$ cat config.mk
export PLATFORM = sky130hd
export DESIGN_NAME = gvd_res_queue
export DESIGN_NICKNAME = d
export VERILOG_FILES = /design/src/sv/gvd_pkg.sv /design/src/sv/gvd_res_queue.sv
export SDC_FILE = /design/constraint.sdc
export NUM_CORES = 1
export LEC_CHECK = 0
export BUFFER_PORTS_ARGS = -buffer_cell sky130_fd_sc_hd__buf_2
export CORE_ASPECT_RATIO = 2
export CORE_UTILIZATION = 48
export CTS_CLUSTER_SIZE = 14
export DETAILED_ROUTE_END_ITERATION = 12
export GPL_ROUTABILITY_DRIVEN = 0
export PLACE_DENSITY = 0.65
export SYNTH_ARGS = -nofsm -noshare
export SYNTH_HDL_FRONTEND = slang
export SYNTH_SLANG_ARGS = --single-unit
$ cat constraint.sdc
create_clock -name clk -period 11.6 [get_ports clk]
set_input_delay 0.58 -clock clk [delete_from_list [all_inputs] [get_ports clk]]
set_output_delay 0.58 -clock clk [all_outputs]
set_load 0.05 [all_outputs]
$ cat src/sv/gvd_pkg.sv
package gvd_pkg;

  localparam int MAX_CELLS_PER_AXIS = 32;
  localparam int NUM_AXES   = 3;
  localparam int COORD_W    = 5;
  localparam int ADDR_W     = NUM_AXES * COORD_W;
  localparam int STORE_DEPTH = 1 << ADDR_W;
  localparam int COMP_W     = 32;
  localparam int INV_W      = 32;
  localparam int PROD_W     = COMP_W + INV_W;
  localparam int DIV_W      = 48;
  localparam int GRID_W     = 6;
  localparam int CFG_IDX_W  = 3;
  localparam int CFG_DATA_W = 32;

  localparam int CMD_DEPTH  = 4;
  localparam int CMD_PTR_W  = $clog2(CMD_DEPTH);
  localparam int RES_DEPTH  = 8;
  localparam int RES_PTR_W  = $clog2(RES_DEPTH);
  localparam int CREDIT_W   = $clog2(RES_DEPTH + 1);

  localparam logic [GRID_W-1:0] GRID_SIZE_RST = GRID_W'(32);
  localparam logic [INV_W-1:0]  INV_RST       = INV_W'(65536);

  typedef enum logic [CFG_IDX_W-1:0] {
    REG_GRID_SIZE     = 3'd0,
    REG_PERIODIC_MODE = 3'd1,
    REG_INV_TWO_DX1   = 3'd2,
    REG_INV_TWO_DX2   = 3'd3,
    REG_INV_TWO_DX3   = 3'd4
  } cfg_reg_t;

  typedef enum logic {
    OP_LOAD = 1'b0,
    OP_CALC = 1'b1
  } op_t;

  typedef enum logic {
    SQ_FETCH,
    SQ_DOWN
  } seq_state_t;

  // One queued command. For a compute, ok low means the answer is a plain
  // invalid result and the neighbour reads are don't-care.
  typedef struct packed {
    op_t                                op;
    logic                               ok;
    logic [ADDR_W-1:0]                  addr;
    logic [NUM_AXES-1:0][ADDR_W-1:0]    up_addr;
    logic [NUM_AXES-1:0][ADDR_W-1:0]    dn_addr;
    logic [NUM_AXES-1:0][COMP_W-1:0]    data;
  } cmd_t;

  typedef struct packed {
    logic             ok;
    logic [DIV_W-1:0] div;
  } res_t;

endpackage

$ cat src/sv/gvd_res_queue.sv
module gvd_res_queue
  import gvd_pkg::*;
(
  input  logic clk,
  input  logic rst_n,
  input  logic res_push,
  input  res_t res_in,
  input  logic res_pop,
  output res_t res_out,
  output logic res_empty,
  output logic res_full
);

  res_t                 q_r [RES_DEPTH];
  logic [RES_PTR_W-1:0] wr_ptr_r, rd_ptr_r;
  logic [RES_PTR_W:0]   cnt_r;
  logic                 deq;

  always_comb begin
    res_empty = (cnt_r == '0);
    res_full  = (cnt_r == (RES_PTR_W+1)'(RES_DEPTH));
    deq       = res_pop && !res_empty;
    res_out   = q_r[rd_ptr_r];
  end

  always_ff @(posedge clk) begin
    if (!rst_n) begin
      wr_ptr_r <= '0;
      rd_ptr_r <= '0;
      cnt_r    <= '0;
    end else begin
      if (res_push) wr_ptr_r <= wr_ptr_r + RES_PTR_W'(1);
      if (deq) rd_ptr_r <= rd_ptr_r + RES_PTR_W'(1);
      cnt_r <= cnt_r + (RES_PTR_W+1)'(res_push) - (RES_PTR_W+1)'(deq);
    end
  end

  always_ff @(posedge clk) begin
    if (res_push) q_r[wr_ptr_r] <= res_in;
  end

endmodule

# After elaboration in Yosys (flattened, before gate mapping)
# Memory sizes are Yosys's and may differ from the RTL's. A register that Yosys moved wholly into a read port is not among the register bits.
# Cells that the tools add are included.
totals:
  word_cells: 16
  output_inout_bits: 51
  reg_bits: 10
  n_memories: 1
  input_bits: 53
  ram_bits: 392
mem_list:
  columns: ["name", "depth", "word_bits", "read_ports", "rd_ports_with_merged_regs", "write_ports", "line", "rtl"]
  rows:
  - ["q_r", 8, 49, 1, 1, 1, "gvd_res_queue.sv:14", "res_t q_r [RES_DEPTH];"]
classes:
  mux: 4
  n_addsub: 4
  reduce_logical: 3
  n_eq_ne: 1
ops:
  columns: ["cell", "count"]
  rows:
  - ["$add A3 B1 Y3 const B", 2]
  - ["$mux W3", 2]
  - ["$add A4 B1 Y4", 1]
  - ["$eq A4 B4 Y1 const B", 1]
  - ["$logic_not A4 Y1", 1]
  - ["$sub A4 B1 Y4", 1]
  - ["$mux W1", 2]
  - ["$logic_and A1 B1 Y1", 1]
  - ["$logic_not A1 Y1", 1]

# Longest topological paths before layout
logic_depth:
  ltp_word: 5
  mapped_depth: 10

# Least setup slack after synthesis
# OpenSTA, ideal clock, no wires.
synth_timing:
  path_kind: "in2reg"
  from: "in res_push"
  to: "mem q_r[0][0] (netlist name) (enable)"
  setup_slack_ns: 7.064
  setup_time_ns: 0.516
  t_arrival_ns: 4.019
  path_stages: 2
  n_path_buf: 0
  path_cell_list: "nand2b_1 -> nor3_1"
synth_via:
  elab_chain_len: 2
synth_rtl:
  columns: ["item", "line", "rtl"]
  rows:
  - ["start, declared", "gvd_res_queue.sv:6", "input logic res_push,"]
  - ["$mux W1", "gvd_res_queue.sv:39", "if (res_push) q_r[wr_ptr_r] <= res_in;"]
  - ["$mux W1 (not written as such)", "gvd_res_queue.sv:39", null]
  - ["end, declared", "gvd_res_queue.sv:14", null]
# No other way between the ends.

==> impl_metrics.yaml <==
route:
  wire_per_inst_um: 24.55
  drtAntennaViolNets: 0
  drc: 0
  vias: 6708
  drt-vias-per-instance: 5.571
  routed_wl_um: 29560
  firstDrtPassIters: 4
  drtIter0Drc: 388
cts:
  clk_pin_slew_worst_paths_ns: 0.07
  cts_buffer_depth: 3
  cts_buffers: 36
  cts_setup_buffers: 0
  htreeDepth: 2
  cts_resized: 0
  cts.sinks: 405
  cts_tree: "built"
  cts_hold_buf: 0
  clock_latency_ns: 0.53
  clock-root-buffer: "clkbuf_16"
critical_path:
  cp.arrival_ns: 3.64
  crit_family: "buffers and inverters"
  r2r_cells: 9
  required_ns: 11.02
  crit_cells: 4
  slowest_delay_ns: 1.01
  crit_path_end_kind: "output port"
  cpMaxStageDelayCell: "dfxtp_4"
  crit_path_start_kind: "register"
  worstReg2RegStart: "cnt_r[2]"
  worst-setup-path-type: "register to output port"
  crit_chain: "buf_4 > mux4_2 > mux2_2 > buf_2"
  r2r_end: "cnt_r[2]"
  critPathBufInv: 2
  r2r_slack_ns: 9.06
  crit_fanout: 50
timing:
  setup_viol: 0
  period_share_pct: 36.37
  relSlewSlack_pct: 32.91
  drv_slew: 0
  rsz0062_at_grt: "false"
  tns_ns: 0
  tightest_slew_ns: 1.006
  hold_viol: 0
  max_freq_ghz: 0.2370
  finalClockSkew_ns: 0.01850
  period_minus_slack_ns: 4.219
final_layout:
  layout.cells.non_filler: 1204
  area_growth_pct: 13.15
  drive_above_1_share_pct: 40.64
  fin_nets: 824
hold_path:
  hp-class: "input pin to register"
  min_from: "res_in[14]"
  hold-path-cell-count: 1
  worstHoldEndpoint: "q_r[7][14]"
global_routing:
  grt_antenna_before_repair: 5
  grt_use_total_pct: 18.86
  grt_max_degree: 66
  globalRouteOverflowTotal: 0
  grt_pass1_wl_um: 44470
  grt_pass1_vias: 7526
run:
  drv_cap: 0
place:
  portBuffers: 103
  place.detailed.hpwl_um: 15830
  dp_cells: 1148
synth:
  yosysTopAreaCell: "edfxtp_1"
  syn_area_um2: 15380
  syn_nets: 700
  synth-compound-area-share_pct: 0.2115
  yosysWarnings: 0
  synth_top_family_by_area: "multiplexers"
  yosysSeqAreaShare_pct: 78.21
  synth_mux_area_share_pct: 18.39
  synth_area_per_cell_um2: 24.07
  synth-simple-area-share_pct: 1.074
  netlist.area_leader.share_pct: 76.52
  synth-xor-area-share_pct: 0.1708
  synth_cells: 639
  yosys-top-cells-area: "edfxtp_1 77%, mux4_2 14%, mux2_2 3.6%"
  synthAdderAreaFrac_pct: 0.6995
  synth_cell_types: 28
  ys_ff_latch: 405
run_status:
  run_status: "finished clean"
die:
  io_pins: 104
  start_util_pct: 48.77
  coreArea_um2: 31540
  die-area_um2: 32810
  die_w_um: 128.6
  fp.dieH_um: 255.2
  rows: 92
pwr:
  power.density_nw_per_um2: 196.3
  leakage_uw: 0.005502
  ir_worst_vdd_uv: 155.5
[metrics by stage]
| stage | setup slack, ns | hold slack [ns] | area (µm²) | total power, µW | util [%] |
|---|---|---|---|---|---|
| 4_1_cts | 7.231 | 0.2902 | 17400 | 3457 | 55.18 |
| 3_3_place_gp | 7.870 | 0.4748 | 16400 | 2382 | 52.00 |
| 6_report | 7.381 | 0.3128 | 17410 | 3417 | 55.19 |
| 5_1_grt | 7.027 | 0.3142 | 17400 | 3533 | 55.18 |
| 3_5_place_dp | 7.800 | 0.4882 | 16400 | 2400 | 52.00 |
| 2_1_floorplan | 7.064 | 0.4639 | 15380 | 2241 | - |
[worst max-delay path by stage]
stage / start / to / slack [ns]
floorplan: res_push / q_r[0][0] / 7.06
global placement: register / res_out[28] / 7.87
detailed placement: register / res_out[2] / 7.80
CTS: register / res_out[2] / 7.23
global route: register / res_out[2] / 7.03
finish: register / res_out[23] / 7.38
[power by group]
group          total [µW]  internal, µW  switching [µW]
logic                 666           242             425
clock network        1060           571             492
registers            1690          1650            36.7
total                3420          2460             953
[flip-flops by register name, indices dropped and copies added, names as in the netlist, named ones only]
| register | cells |
|---|---|
| rd_ptr_r | 3 |
| wr_ptr_r | 3 |
| cnt_r | 4 |
| q_r | 392 |
[cell families after synthesis]
| kind of cell | Yosys count |
|---|---|
| AO/OA/AOI/OAI | 5 |
| AND/OR/NAND/NOR | 32 |
| buffers and inverters | 32 |
| multiplexers | 154 |
| flip-flops | 405 |
| adder cells (fa/ha/maj) | 8 |
| XOR/XNOR | 3 |
[synth_stat cells]
cell type and number:
buf_6 1, mux2_2 49, ha_1 7, edfxtp_1 392, buf_2 12, xor2_1 2
inv_1 3, xnor2_1 1, clkbuf_1 12, or2_2 1, or3_1 1, mux4_2 98
nand2_1 8, nor3b_1 2, nor2b_1 1, a21boi_0 2, nand2b_1 6, a21o_1 1
dfxtp_1 13, buf_1 1, a21oi_1 1, fa_1 1, o21ai_0 1, nor2_1 6
mux2i_1 7, nor3_1 2, buf_12 3, and2_1 5
[cells in the final DEF (no fill, tap or decap), types with 3 or more instances in the layout]
| master | instances |
|---|---|
| ha_1 | 7 |
| nand2_1 | 8 |
| and2_1 | 5 |
| nand2b_1 | 6 |
| mux4_2 | 98 |
| clkinv_2 | 3 |
| mux2i_1 | 7 |
| dfxtp_1 | 10 |
| clkbuf_1 | 10 |
| buf_4 | 12 |
| buf_2 | 103 |
| edfxtp_1 | 392 |
| inv_1 | 3 |
| mux2_2 | 49 |
| clkbuf_16 | 36 |
| nor2_4 | 6 |
[cell type report]
cell class,count,area [µm²]
repair buffers,115,605.6
flip-flops and latches,405,12040
clock inverters,9,63.81
clock buffers,46,938.4
diodes,1,2.502
fillers,2425,14130
inverters,3,11.26
multi-input cells,202,3216
well taps,423,529.3
[metal layers]
metal / vias up / track usage (%) / share of wire [%]
li1: 2932 / - / -
met1: 3595 / 21.41 / 37
met2: 124 / 36.03 / 57
met3: 51 / 2.634 / 3.1
met4: 6 / 5.916 / 2.4
met5: - / 0 / 0.13
Power figures use the tool's default switching activity.
