`config.mk`:
```
export PLATFORM = sky130hd
export DESIGN_NAME = gvd_front
export DESIGN_NICKNAME = d
export VERILOG_FILES = /design/src/sv/gvd_pkg.sv /design/src/sv/gvd_front.sv
export SDC_FILE = /design/constraint.sdc
export NUM_CORES = 1
export LEC_CHECK = 0
export BUFFER_PORTS_ARGS = -buffer_cell sky130_fd_sc_hd__buf_2
export CAP_MARGIN = 0
export CELL_PAD_IN_SITES_DETAIL_PLACEMENT = 2
export CELL_PAD_IN_SITES_GLOBAL_PLACEMENT = 2
export CORE_MARGIN = 2
export CORE_UTILIZATION = 47
export CTS_CLUSTER_DIAMETER = 40
export DETAILED_ROUTE_END_ITERATION = 8
export MAX_ROUTING_LAYER = met4
export PLACE_DENSITY = 0.88
export SLEW_MARGIN = 20
export SYNTH_ARGS = -nofsm -noshare
export SYNTH_HDL_FRONTEND = slang
export SYNTH_SLANG_ARGS = --single-unit
```
`constraint.sdc`:
```
create_clock -name clk -period 8.65 [get_ports clk]
set_clock_uncertainty 0.05 [all_clocks]
set_input_delay 0.865 -clock clk [delete_from_list [all_inputs] [get_ports clk]]
set_output_delay 0.865 -clock clk [all_outputs]
set_load 0.05 [all_outputs]
```
`src/sv/gvd_pkg.sv`:
```
package gvd_pkg;

  localparam int MAX_CELLS_PER_AXIS = 32;
  localparam int NUM_AXES   = 3;
  localparam int COORD_W    = 5;
  localparam int ADDR_W     = NUM_AXES * COORD_W;
  localparam int STORE_DEPTH = 1 << ADDR_W;
  localparam int COMP_W     = 32;
  localparam int INV_W      = 32;
  localparam int PROD_W     = COMP_W + INV_W;
  localparam int DIV_W      = 48;
  localparam int GRID_W     = 6;
  localparam int CFG_IDX_W  = 3;
  localparam int CFG_DATA_W = 32;

  localparam int CMD_DEPTH  = 4;
  localparam int CMD_PTR_W  = $clog2(CMD_DEPTH);
  localparam int RES_DEPTH  = 8;
  localparam int RES_PTR_W  = $clog2(RES_DEPTH);
  localparam int CREDIT_W   = $clog2(RES_DEPTH + 1);

  localparam logic [GRID_W-1:0] GRID_SIZE_RST = GRID_W'(32);
  localparam logic [INV_W-1:0]  INV_RST       = INV_W'(65536);

  typedef enum logic [CFG_IDX_W-1:0] {
    REG_GRID_SIZE     = 3'd0,
    REG_PERIODIC_MODE = 3'd1,
    REG_INV_TWO_DX1   = 3'd2,
    REG_INV_TWO_DX2   = 3'd3,
    REG_INV_TWO_DX3   = 3'd4
  } cfg_reg_t;

  typedef enum logic {
    OP_LOAD = 1'b0,
    OP_CALC = 1'b1
  } op_t;

  typedef enum logic {
    SQ_FETCH,
    SQ_DOWN
  } seq_state_t;

  // One queued command. For a compute, ok low means the answer is a plain
  // invalid result and the neighbour reads are don't-care.
  typedef struct packed {
    op_t                                op;
    logic                               ok;
    logic [ADDR_W-1:0]                  addr;
    logic [NUM_AXES-1:0][ADDR_W-1:0]    up_addr;
    logic [NUM_AXES-1:0][ADDR_W-1:0]    dn_addr;
    logic [NUM_AXES-1:0][COMP_W-1:0]    data;
  } cmd_t;

  typedef struct packed {
    logic             ok;
    logic [DIV_W-1:0] div;
  } res_t;

endpackage

```
`src/sv/gvd_front.sv`:
```
module gvd_front
  import gvd_pkg::*;
(
  input  logic                 clk,
  input  logic                 rst_n,
  input  logic                 push,
  output logic                 full,
  input  logic                 in_func,
  input  logic [COORD_W-1:0]   in_coord_i,
  input  logic [COORD_W-1:0]   in_coord_j,
  input  logic [COORD_W-1:0]   in_coord_k,
  input  logic signed [COMP_W-1:0] in_comp_one,
  input  logic signed [COMP_W-1:0] in_comp_two,
  input  logic signed [COMP_W-1:0] in_comp_three,
  input  logic [GRID_W-1:0]    grid_size,
  input  logic                 periodic_mode,
  input  logic                 cmd_pop,
  output cmd_t                 cmd,
  output logic                 cmd_empty
);

  // Neighbour one step ahead, wrapping to zero at the grid edge.
  function automatic logic [COORD_W-1:0] nb_up(input logic [COORD_W-1:0] c,
                                               input logic [GRID_W-1:0] n);
    logic [GRID_W-1:0] c1;
    c1 = GRID_W'(c) + GRID_W'(1);
    return (c1 == n) ? '0 : c1[COORD_W-1:0];
  endfunction

  // Neighbour one step behind, wrapping to n-1 at the grid edge.
  function automatic logic [COORD_W-1:0] nb_down(input logic [COORD_W-1:0] c,
                                                 input logic [GRID_W-1:0] n);
    logic [GRID_W-1:0] nm1;
    nm1 = n - GRID_W'(1);
    return (c == '0) ? nm1[COORD_W-1:0] : c - COORD_W'(1);
  endfunction

  logic [GRID_W-1:0]     n_eff;
  logic                  in_grid;
  logic                  on_edge;
  logic                  keep;
  logic                  enq;
  logic                  deq;
  logic [COORD_W-1:0]    ui, uj, uk, di, dj, dk;
  cmd_t                  cmd_new;

  cmd_t                  q_r [CMD_DEPTH];
  logic [CMD_PTR_W-1:0]  wr_ptr_r, rd_ptr_r;
  logic [CMD_PTR_W:0]    cnt_r;

  always_comb begin
    n_eff = (grid_size > GRID_W'(MAX_CELLS_PER_AXIS)) ? GRID_W'(MAX_CELLS_PER_AXIS)
                                                      : grid_size;
    in_grid = (GRID_W'(in_coord_i) < n_eff) && (GRID_W'(in_coord_j) < n_eff) &&
              (GRID_W'(in_coord_k) < n_eff);
    on_edge = (in_coord_i == '0) || (in_coord_j == '0) || (in_coord_k == '0) ||
              (GRID_W'(in_coord_i) + GRID_W'(1) >= n_eff) ||
              (GRID_W'(in_coord_j) + GRID_W'(1) >= n_eff) ||
              (GRID_W'(in_coord_k) + GRID_W'(1) >= n_eff);
    ui = nb_up(in_coord_i, n_eff);
    uj = nb_up(in_coord_j, n_eff);
    uk = nb_up(in_coord_k, n_eff);
    di = nb_down(in_coord_i, n_eff);
    dj = nb_down(in_coord_j, n_eff);
    dk = nb_down(in_coord_k, n_eff);

    cmd_new.op         = op_t'(in_func);
    cmd_new.ok         = in_grid && (periodic_mode || !on_edge);
    cmd_new.addr       = {in_coord_i, in_coord_j, in_coord_k};
    cmd_new.up_addr[0] = {ui, in_coord_j, in_coord_k};
    cmd_new.up_addr[1] = {in_coord_i, uj, in_coord_k};
    cmd_new.up_addr[2] = {in_coord_i, in_coord_j, uk};
    cmd_new.dn_addr[0] = {di, in_coord_j, in_coord_k};
    cmd_new.dn_addr[1] = {in_coord_i, dj, in_coord_k};
    cmd_new.dn_addr[2] = {in_coord_i, in_coord_j, dk};
    cmd_new.data[0]    = in_comp_one;
    cmd_new.data[1]    = in_comp_two;
    cmd_new.data[2]    = in_comp_three;

    // Loads that fall outside the grid are taken and dropped here.
    keep = (op_t'(in_func) == OP_CALC) || in_grid;
    full = (cnt_r == (CMD_PTR_W+1)'(CMD_DEPTH));
    enq  = push && !full && keep;
    cmd_empty = (cnt_r == '0);
    deq  = cmd_pop && !cmd_empty;
    cmd  = q_r[rd_ptr_r];
  end

  always_ff @(posedge clk) begin
    if (!rst_n) begin
      wr_ptr_r <= '0;
      rd_ptr_r <= '0;
      cnt_r    <= '0;
    end else begin
      if (enq) wr_ptr_r <= wr_ptr_r + CMD_PTR_W'(1);
      if (deq) rd_ptr_r <= rd_ptr_r + CMD_PTR_W'(1);
      cnt_r <= cnt_r + (CMD_PTR_W+1)'(enq) - (CMD_PTR_W+1)'(deq);
    end
  end

  always_ff @(posedge clk) begin
    if (enq) q_r[wr_ptr_r] <= cmd_new;
  end

endmodule

```
; ---- Yosys cells after proc, flatten, opt, wreduce, memory -nomap -nowiden
; Memories as Yosys holds them, arrays and structs flattened. A register that Yosys moved wholly into a read port is not among the register bits.
; Cells that the tools add are included.
[op_classes]
multipliers = 0
mux = 11
n_addsub = 11
n_eq_ne = 4
div_mod_pow = 0
n_shift = 0
n_bitwise = 0
order_cmp = 7
reduce_logical = 20
[ops]
columns = op, n
row1 = 2-to-1 mux 5 bit, 6
row2 = subtractor 5 x 1 -> 5 bit (second input constant), 4
row3 = adder 5 x 1 -> 6 bit (second input constant), 3
row4 = equality test 6 bit, 3
row5 = >= comparator 6 bit, 3
row6 = < comparator 5 x 6 -> 1 bit, 3
row7 = zero test 5 bit, 3
row8 = logical OR 1 bit, 7
row9 = greater-than comparator 6 bit (second input constant), 1
row10 = logical AND 1 bit, 6
row11 = 2-to-1 mux 6 bit, 1
row12 = adder 2 x 1 -> 2 bit (second input constant), 2
row13 = 2-to-1 mux 2 bit, 2
row14 = adder 3 x 1 -> 3 bit, 1
row15 = equality test 3 bit (second input constant), 1
row16 = zero test 1 bit, 3
row17 = zero test 3 bit, 1
row18 = subtractor 3 x 1 -> 3 bit, 1
row19 = 2-to-1 mux 1 bit, 2
[word_totals]
mem_count = 1
out_inout_bits = 205
romBits = 0
regBits = 7
latch_bits = 0
ram_bits = 812
[mem_list]
columns = memory, words, word_bits, read_ports, rd_clocked_by_memory_dff, wr, line
row1 = q_r, 4, 203, 1, 1, 1, gvd_front.sv:47  ; cmd_t q_r [CMD_DEPTH];

; ---- Longest topological paths before layout
; Gate-level depths: netlist (run 1).
[logic_depth]
word_depth = 9
mapped_depth = 13
ltp_nobuf = 13

; ---- Worst setup path after synthesis (run 1)
; No wires, ideal clock.
[synth_path]
kind = in2reg
from = input port grid_size[5]
to = memory q_r[0][0] (netlist name), enable pin
stages = 8
path_slack_ns = 3.880
arrival_ns = 4.279
setup_ns = 0.441
path_cell_list = inv_1 > nand2_1 > ha_1 > a21o_1 > a22oi_1 > a311oi_1 > nor4b_4 > and2_2
[synth_via]
elab_chain_cells = 9
word_cells_on_any_way = 11
cone_classes = order compare: 4 / mux: 3 / reduce/logical: 4
[synth_rtl]
columns = item, line
row1 = from (decl), gvd_front.sv:15  ; input logic [GRID_W-1:0] grid_size,
row2 = greater-than comparator 6 bit, gvd_front.sv:52  ; n_eff = (grid_size > GRID_W'(MAX_CELLS_PER_AXIS)) ? GRID_W'(MAX_CELLS_PER_AXIS)
row3 = 2-to-1 mux 6 bit *, gvd_front.sv:52
row4 = < comparator 5 x 6 -> 1 bit, gvd_front.sv:54  ; in_grid = (GRID_W'(in_coord_i) < n_eff) && (GRID_W'(in_coord_j) < n_eff) &&
row5 = logical AND 1 bit, gvd_front.sv:54
row6 = logical AND 1 bit *, gvd_front.sv:54
row7 = logical OR 1 bit *, gvd_front.sv:81  ; keep = (op_t'(in_func) == OP_CALC) || in_grid;
row8 = logical AND 1 bit *, gvd_front.sv:83  ; enq = push && !full && keep;
row9 = via enq, gvd_front.sv:42  ; logic enq;
row10 = 2-to-1 mux 1 bit *, gvd_front.sv:102  ; if (enq) q_r[wr_ptr_r] <= cmd_new;
row11 = 2-to-1 mux 1 bit (implied by the code) *, gvd_front.sv:102
row12 = to (decl), gvd_front.sv:47
; Mark *: on every way through the listed nets, which the timed path passes. The rest lies on a longest branch.

; ---- Worst setup path in the final report (run 1)
[layout_path]
from = input port grid_size[5]
to = memory q_r[3][89] (netlist name), enable pin
; Same word-level chain as after synthesis.

==> results of run 1 <==
[logic make-up (layout without fill, tap and decap cells)]
kind of cell,Yosys count,count (layout),share of synthesized area (%)
flip-flops,581,581,76.0
multiplexers,149,149,14.4
buffers and inverters,113,506,2.92
AND/OR/NAND/NOR,85,85,1.97
adder cells (fa/ha/maj),47,47,2.61
AO/OA/AOI/OAI,40,40,1.29
XOR/XNOR,23,23,0.882
other,0,10,0
[per-layer routing]
layer | up-vias | GRT usage (%)
li1 | 4927 | -
met1 | 6438 | 35.4
met2 | 592 | 49.3
met3 | 147 | 6.06
met4 | 0 | 9.08
met5 | - | -
[synthesized netlist by cell type]
cell,count
a222oi_1,1
o21ai_0,3
a22oi_1,1
fa_1,1
a311oi_1,1
buf_2,15
nor3b_1,1
nor2b_1,11
a31oi_1,3
inv_1,18
nand2_1,19
mux4_2,143
o31a_1,6
buf_4,60
a41oi_1,1
a21oi_1,8
a31oi_4,1
o2111ai_1,1
a21o_1,5
nor2_1,17
nor4_1,1
buf_1,2
and4b_1,2
o21ai_2,2
nor4b_4,1
o21bai_1,1
nor3_1,10
nand4b_1,1
o22ai_1,1
xnor2_1,14
and2_1,6
clkbuf_1,18
nand3_1,10
dfxtp_1,9
xor2_1,9
o21ai_1,1
o21a_1,4
and2_2,4
ha_1,46
nand4_1,2
mux2i_1,6
edfxtp_1,572
[cell type report]
class / count / share of cell area, %
Antenna cell: 10 / 0.0906
Tap cell: 615 / 2.79
Multi-Input combinational cell: 344 / 17.5
Clock buffer: 95 / 8.00
Timing Repair Buffer: 338 / 6.44
Sequential cell: 581 / 62.9
Inverter: 18 / 0.245
Clock inverter: 55 / 2.05
[power groups by stage]
| stage | Clock [uW] | Combinational, uW | Sequential [uW] |
|---|---|---|---|
| 2_1_floorplan | 0 | 2680 | 3460 |
| 3_3_place_gp | 0 | 3220 | 3490 |
| 3_5_place_dp | 0 | 3280 | 3530 |
| 4_1_cts | 3500 | 3330 | 3490 |
| 5_1_grt | 3580 | 3420 | 3510 |
| 6_report | 3440 | 3290 | 3490 |
[metrics by stage]
step                      utilization, %  setup slack (ns)  instances
after floorplan                        -              3.88       1038
after CTS                           57.6              3.62       2045
after detailed placement            51.8              3.21       1895
after global placement              51.8              3.54       1895
after global routing                57.7              3.85       2056
final                               57.7              3.92       2056
[critical path, stage by stage]
cell and delay, ns:
buf_2 0.16, inv_1 0.26, nand2_1 0.34, ha_1 0.40, a21o_1 0.22, a22oi_1 0.36, a311oi_1 0.25, nor4b_4 0.62
and2_4 0.66, buf_12 0.52
[registers in the layout (all words and copies together) (netlist names), named ones only]
name      cells
wr_ptr_r      2
q_r         572
cnt_r         3
rd_ptr_r      2
[layout by cell type, fill, tap and decap left out, types with 11 or more instances in the layout]
| master | netlist | layout |
|---|---|---|
| clkinv_4 | 0 | 11 |
| edfxtp_1 | 572 | 572 |
| buf_2 | 15 | 327 |
| clkinv_1 | 0 | 11 |
| inv_1 | 18 | 18 |
| nor2b_1 | 11 | 11 |
| nand2_1 | 19 | 19 |
| ha_1 | 46 | 46 |
| mux4_2 | 143 | 143 |
| xnor2_1 | 14 | 14 |
| nor2_1 | 17 | 17 |
| clkbuf_16 | 0 | 87 |
[worst paths after layout]
check	end	slack [ns]	cells after the start
worst max-delay path	q_r[3][89]$_DFFE_PP_	3.92	10
worst min register to register	wr_ptr_r[1]$_SDFFE_PN0P_	0.48	2
worst max register to register	q_r[3][89]$_DFFE_PP_	5.66	4
worst min-delay path	q_r[2][12]$_DFFE_PP_	0.41	1
==> summary.md, run 1 <==
| Metric | Value |
|---|---|
| Clock power share | `approximately 34%` |
| Hpwl dp | `41,200 um` |
| Routability cong. | `0.833` |
| Sw Ratio | `38.5%` |
| Peak supply drop | `279 uV` |
| Post-CTS Setup Inserts | `0` |
| Syn avg cell area | `22.0 um2` |
| Minimum clock period | `4.73 ns` |
| DRT Wirelength | `69,900 um` |
| Core Area | `47,800 um2` |
| Sequential element share of the synthesized area | `76.0%` |
| Clk buf depth | `3` |
| Post-cts sizing count | `0` |
| Clk slew on worst S/H paths | `~0.060 ns` |
| Seq pwr share | `34.1%` |
| Drt drc | `0` |
| Setup CP Type | `in -> reg` |
| Total negative slack | `0 ns` |
| Net Sw Power | `roughly 3900 uW` |
| Maximum clock frequency | `about 0.21 GHz` |
| Critical path arrival | `4.91 ns` |
| First-pass iteration count of the detailed router | `5` |
| Layout overhead on the synthesized area | `20.8%` |
| Status | `completed` |
| Clock sinks | `581` |
| Mapped Nets | `between 1,000 and 1,500` |
| Largest net degree at the start of global routing | `114` |
| Worst rel slew slack | `27.9%` |
| Gr ovfl total | `0` |
| # nets final | `~1,500` |
| Final Hold Fails | `0` |
| FF+latch count, synth | `a little under 600` |
| GRT Util Overall | `~29%` |
| Max-Cap Viols | `0` |
| Hold Path Class | `in -> reg` |
| Finished Cell Area | `27,600 um2` |
| Fin Hold WS | `0.410 ns` |
| Iter 0 DRT Violations | `1,049` |
| Met3 wire length | `4330 um` |
| Ys Warns | `0` |
| Pint | `between 6000 and 7000 uW` |
| Hold_buf cts | `0` |
| Via density per instance | `5.89` |
| Overall Power | `10,200 uW` |
| Clk_lat worst skew | `0.59 ns` |
| Initial antenna violation count | `11` |
| Setup violators final | `0` |
| Cell Area, Synth | `22,800 um2` |
| Crit path launch type | `input port` |
| Site row count | `80` |
| Vias in the first global route | `roughly 13,000` |
| Comb power frac | `32.2%` |
| IO Pins | `328` |
| Met1 WL | `26,800 um` |
| Die area | `50,400 um2` |
| Worst Hold Launch | `in_comp_one[12]` |
| H-tree Lvls | `3` |
| FF/Latch Area | `roughly 17,000 um2` |
| Dpl cell area | `24,800 um2` |
| Die span in y | `224 um` |
| First-pass GRT wire length | `around 100,000 um` |
| Reg2reg start | `cnt_r[1]$_SDFF_PN0_` |
| Ranking of synthesized cells by area | `edfxtp_1 (75%), mux4_2 (14%), ha_1 (2.5%)` |
| Die W | `224 um` |
| Mapped Cells | `1,038` |
| Synth area leader | `edfxtp_1` |
| Final antenna-violating net count | `0` |
| Worst Path Max Fanout | `107` |
| Max Slew Vio Count | `0` |
| Distinct cell type count after synthesis | `42` |
| Footprint of the multi-input gates | `roughly 4800 um2` |
| Area share of the largest cell type after synthesis | `between 70 and 80%` |
| Crit end category | `register` |
| Average wire per standard cell | `34.0 um` |
| Layout cells sized above 1 | `a little over two fifths` |
| TritonCTS Buffers | `81` |
| Fillers | `3,982` |
| Final Cycle Share | `54.7%` |
| Vias | `12,100` |
| Critical Path Source | `grid_size[5]` |
| Slew @ Worst Pin | `1.08 ns` |
| Pwr dens | `370 nW/um2` |
| Leakage | `0.00953 uW` |
| Starting Density | `47.8%` |
| RSZ-0062 raised after global routing | `no` |
| Top layer in use | `met4` |
| TritonCTS clock tree | `built` |
| Port buffer count | `327` |
| Root Buffer | `clkbuf_16` |
| DR WL met2 | `36,600 um` |
| WP data required | `8.83 ns` |
Power figures use the tool's default switching activity.
==> run 2, diff against run 1 <==
--- a/config.mk
+++ b/config.mk
@@ -10,11 +10,11 @@
 export CELL_PAD_IN_SITES_DETAIL_PLACEMENT = 2
 export CELL_PAD_IN_SITES_GLOBAL_PLACEMENT = 2
 export CORE_MARGIN = 2
-export CORE_UTILIZATION = 47
+export CORE_UTILIZATION = 40
 export CTS_CLUSTER_DIAMETER = 40
 export DETAILED_ROUTE_END_ITERATION = 8
 export MAX_ROUTING_LAYER = met4
-export PLACE_DENSITY = 0.88
+export PLACE_DENSITY = 0.8
 export SLEW_MARGIN = 20
 export SYNTH_ARGS = -nofsm -noshare
 export SYNTH_HDL_FRONTEND = slang
==> constraint.sdc (replaced) <==
create_clock -name clk -period 3.9 [get_ports clk]
set_clock_uncertainty 0.05 [all_clocks]
set_input_delay 0.39 -clock clk [delete_from_list [all_inputs] [get_ports clk]]
set_output_delay 0.39 -clock clk [all_outputs]
set_load 0.05 [all_outputs]
==> summary.md, run 2 (same netlist as run 1, synthesis figures left out) <==
| Metric | Value |
|---|---|
| Status | `completed` |
| Crit path capture | `cmd[132]` |
| First-pass iteration count of the detailed router | `4 (-1)` |
| Net Sw Power | `8450 uW (+110%)` |
| Max FFs per register | `572 (unchanged)` |
| Met3 wire length | `3360 um (-22%)` |
| Core Area | `56,400 um2 (+18%)` |
| RSZ-0062 raised after global routing | `no` |
| Overall Power | `22,600 uW (+120%)` |
| Slew @ Worst Pin | `0.859 ns (-0.224 ns)` |
| Port buffer count | `327 (unchanged)` |
| Vias | `12,000 (-0.92%)` |
| Setup CP Type | `reg -> out` |
| Clk slew on worst S/H paths | `0.05 ns (about the same)` |
| Worst reg-to-reg path cell count | `10 (+6)` |
| Clk_lat worst skew | `0.61 ns (+0.02 ns)` |
| Starting Density | `40.5% (-7.2 points)` |
| Iter 0 DRT Violations | `730 (-30%)` |
| Clk buf depth | `3 (unchanged)` |
| Comb power frac | `33.0% (+0.8 points)` |
| Gr ovfl total | `0 (unchanged)` |
| Final Cycle Share | `81.4%` |
| Commonest non-fill, non-tap cell in the layout | `edfxtp_1` |
| Worst Path Max Fanout | `32 (-70%)` |
| Maximum clock frequency | `0.315 GHz` |
| Initial antenna violation count | `3 (-8)` |
| Fin Hold WS | `0.0477 ns (-0.362 ns)` |
| Drt drc | `0 (unchanged)` |
| Hold Path Class | `in -> reg` |
| Reg2reg start | `cnt_r[1]$_SDFF_PN0_` |
| R2r endpoint | `cnt_r[2]$_SDFF_PN0_` |
| Reg-to-reg slack, setup | `1.58 ns (-4.08 ns)` |
| Post-cts sizing count | `0 (unchanged)` |
| Final Hold Fails | `0 (unchanged)` |
| Seq pwr share | `34.3% (+0.2 points)` |
| Crit path launch type | `register` |
| Layout overhead on the synthesized area | `27.2%` |
| Hpwl dp | `41,800 um (+1.6%)` |
| Non-filler instance count after layout | `2,307 (+12%)` |
| IO Pins | `328 (unchanged)` |
| H-tree Lvls | `3 (unchanged)` |
| Fillers | `5,029 (+26%)` |
| Largest net degree at the start of global routing | `65 (-43%)` |
| Placed cell count | `2,060 (+8.7%)` |
| Minimum clock period | `3.17 ns` |
| Critical path arrival | `2.73 ns (-2.18 ns)` |
| Layout cells sized above 1 | `41.7% (-1.8 points)` |
| Max Slew Vio Count | `0 (unchanged)` |
| Post-layout util | `51.5% (-6.1 points)` |
| # nets final | `1,655 (+7.9%)` |
| GRT Util Overall | `22.5% (-6.6 points)` |
| Worst rel slew slack | `42.8% (+15 points)` |
| Vias in the first global route | `13,800 (+1.9%)` |
| Die W | `243 um (+8.2%)` |
| Most frequent cells in the layout | `edfxtp_1 (572), buf_2 (327), mux4_2 (143), dlygate4sd3_1 (96), clkbuf_16 (84)` |
| Final antenna-violating net count | `0 (unchanged)` |
| FF/Latch Area | `17,400 um2 (unchanged)` |
| Footprint of the multi-input gates | `4830 um2 (unchanged)` |
| Routability cong. | `0.811 (-2.7%)` |
| Average wire per standard cell | `27.7 um (-19%)` |
| DRT Wirelength | `63,900 um (-8.6%)` |
| Root Buffer | `clkbuf_16` |
| Leakage | `0.0101 uW (+5.9%)` |
| Pwr dens | `776 nW/um2 (+110%)` |
| Clock sinks | `581 (unchanged)` |
| Site row count | `87 (+8.8%)` |
| TritonCTS clock tree | `built` |
| TritonCTS Buffers | `83 (+2.5%)` |
| Reg with most FFs | `q_r` |
| Die area | `59,000 um2 (+17%)` |
| Top layer in use | `met4` |
| First-pass GRT wire length | `94,400 um (-6.4%)` |
| Max-Cap Viols | `0 (unchanged)` |
| Peak supply drop | `697 uV (+150%)` |
| Largest regs | `q_r (572), cnt_r (3)` |
| Met1 WL | `25,200 um (-5.8%)` |
| Via density per instance | `5.20 (-12%)` |
| Clock power share | `32.7% (-1.0 points)` |
| Setup violators final | `0 (unchanged)` |
| Pint | `14,100 uW (+120%)` |
| Die span in y | `243 um (+8.2%)` |
| Sw Ratio | `37.5% (-1.0 points)` |
| DR WL met2 | `33,700 um (-8.0%)` |
| WP data required | `3.46 ns (-5.37 ns)` |
| Crit end category | `primary output` |
## run 2: metrics by stage
step	area (um2)	TNS, ns	worst slack (ns)
CTS	29100	0	0.648
global route	29100	0	0.563
floorplan	22800	-225.68	-0.395
global placement	25400	0	0.348
detailed placement	25400	0	0.266
finish	29100	0	0.727
## run 2: how the worst min path moves through the flow
| stage | start | endpoint | depth (start not counted) |
|---|---|---|---|
| floorplan | wr_ptr_r[1]$_SDFFE_PN0P_ | wr_ptr_r[1]$_SDFFE_PN0P_ | 2 |
| global placement | wr_ptr_r[1]$_SDFFE_PN0P_ | wr_ptr_r[1]$_SDFFE_PN0P_ | 2 |
| detailed placement | wr_ptr_r[1]$_SDFFE_PN0P_ | wr_ptr_r[1]$_SDFFE_PN0P_ | 2 |
| CTS | in_func | q_r[3][202]$_DFFE_PP_ | 1 |
| global route | in_func | q_r[3][202]$_DFFE_PP_ | 1 |
| finish | in_func | q_r[3][202]$_DFFE_PP_ | 1 |
## run 2: layout make-up
type	instances	share of cell area, %
well taps	756	3.25
inverters	18	0.232
clock buffers	89	7.30
repair buffers	457	10.7
flip-flops and latches	581	59.7
multi-input cells	344	16.6
diodes	2	0.0172
clock inverters	60	2.13
## run 2: power by group through the flow
stage               combinational, uW  sequential (uW)  clock (uW)
floorplan                        5940             7660           0
global placement                 7310             7790           0
detailed placement               7440             7870           0
CTS                              7550             7750        7530
global route                     7770             7790        7740
finish                           7440             7740        7370
## run 2: timing repair
action,CTS,global route
setup buffers,0,0
hold endpoints to repair,384,0
hold buffers,96,0
## run 2: per-layer routing
| layer | GRT usage, % | up-vias |
|---|---|---|
| li1 | - | 5146 |
| met1 | 27.2 | 6335 |
| met2 | 38.1 | 403 |
| met3 | 4.17 | 109 |
| met4 | 7.76 | 0 |
| met5 | - | - |
## run 2: worst max-delay path: stages, from the launching register on
cell     delay (ns)
dfxtp_4        0.81
buf_12         0.35
mux4_2         0.62
buf_2          0.25
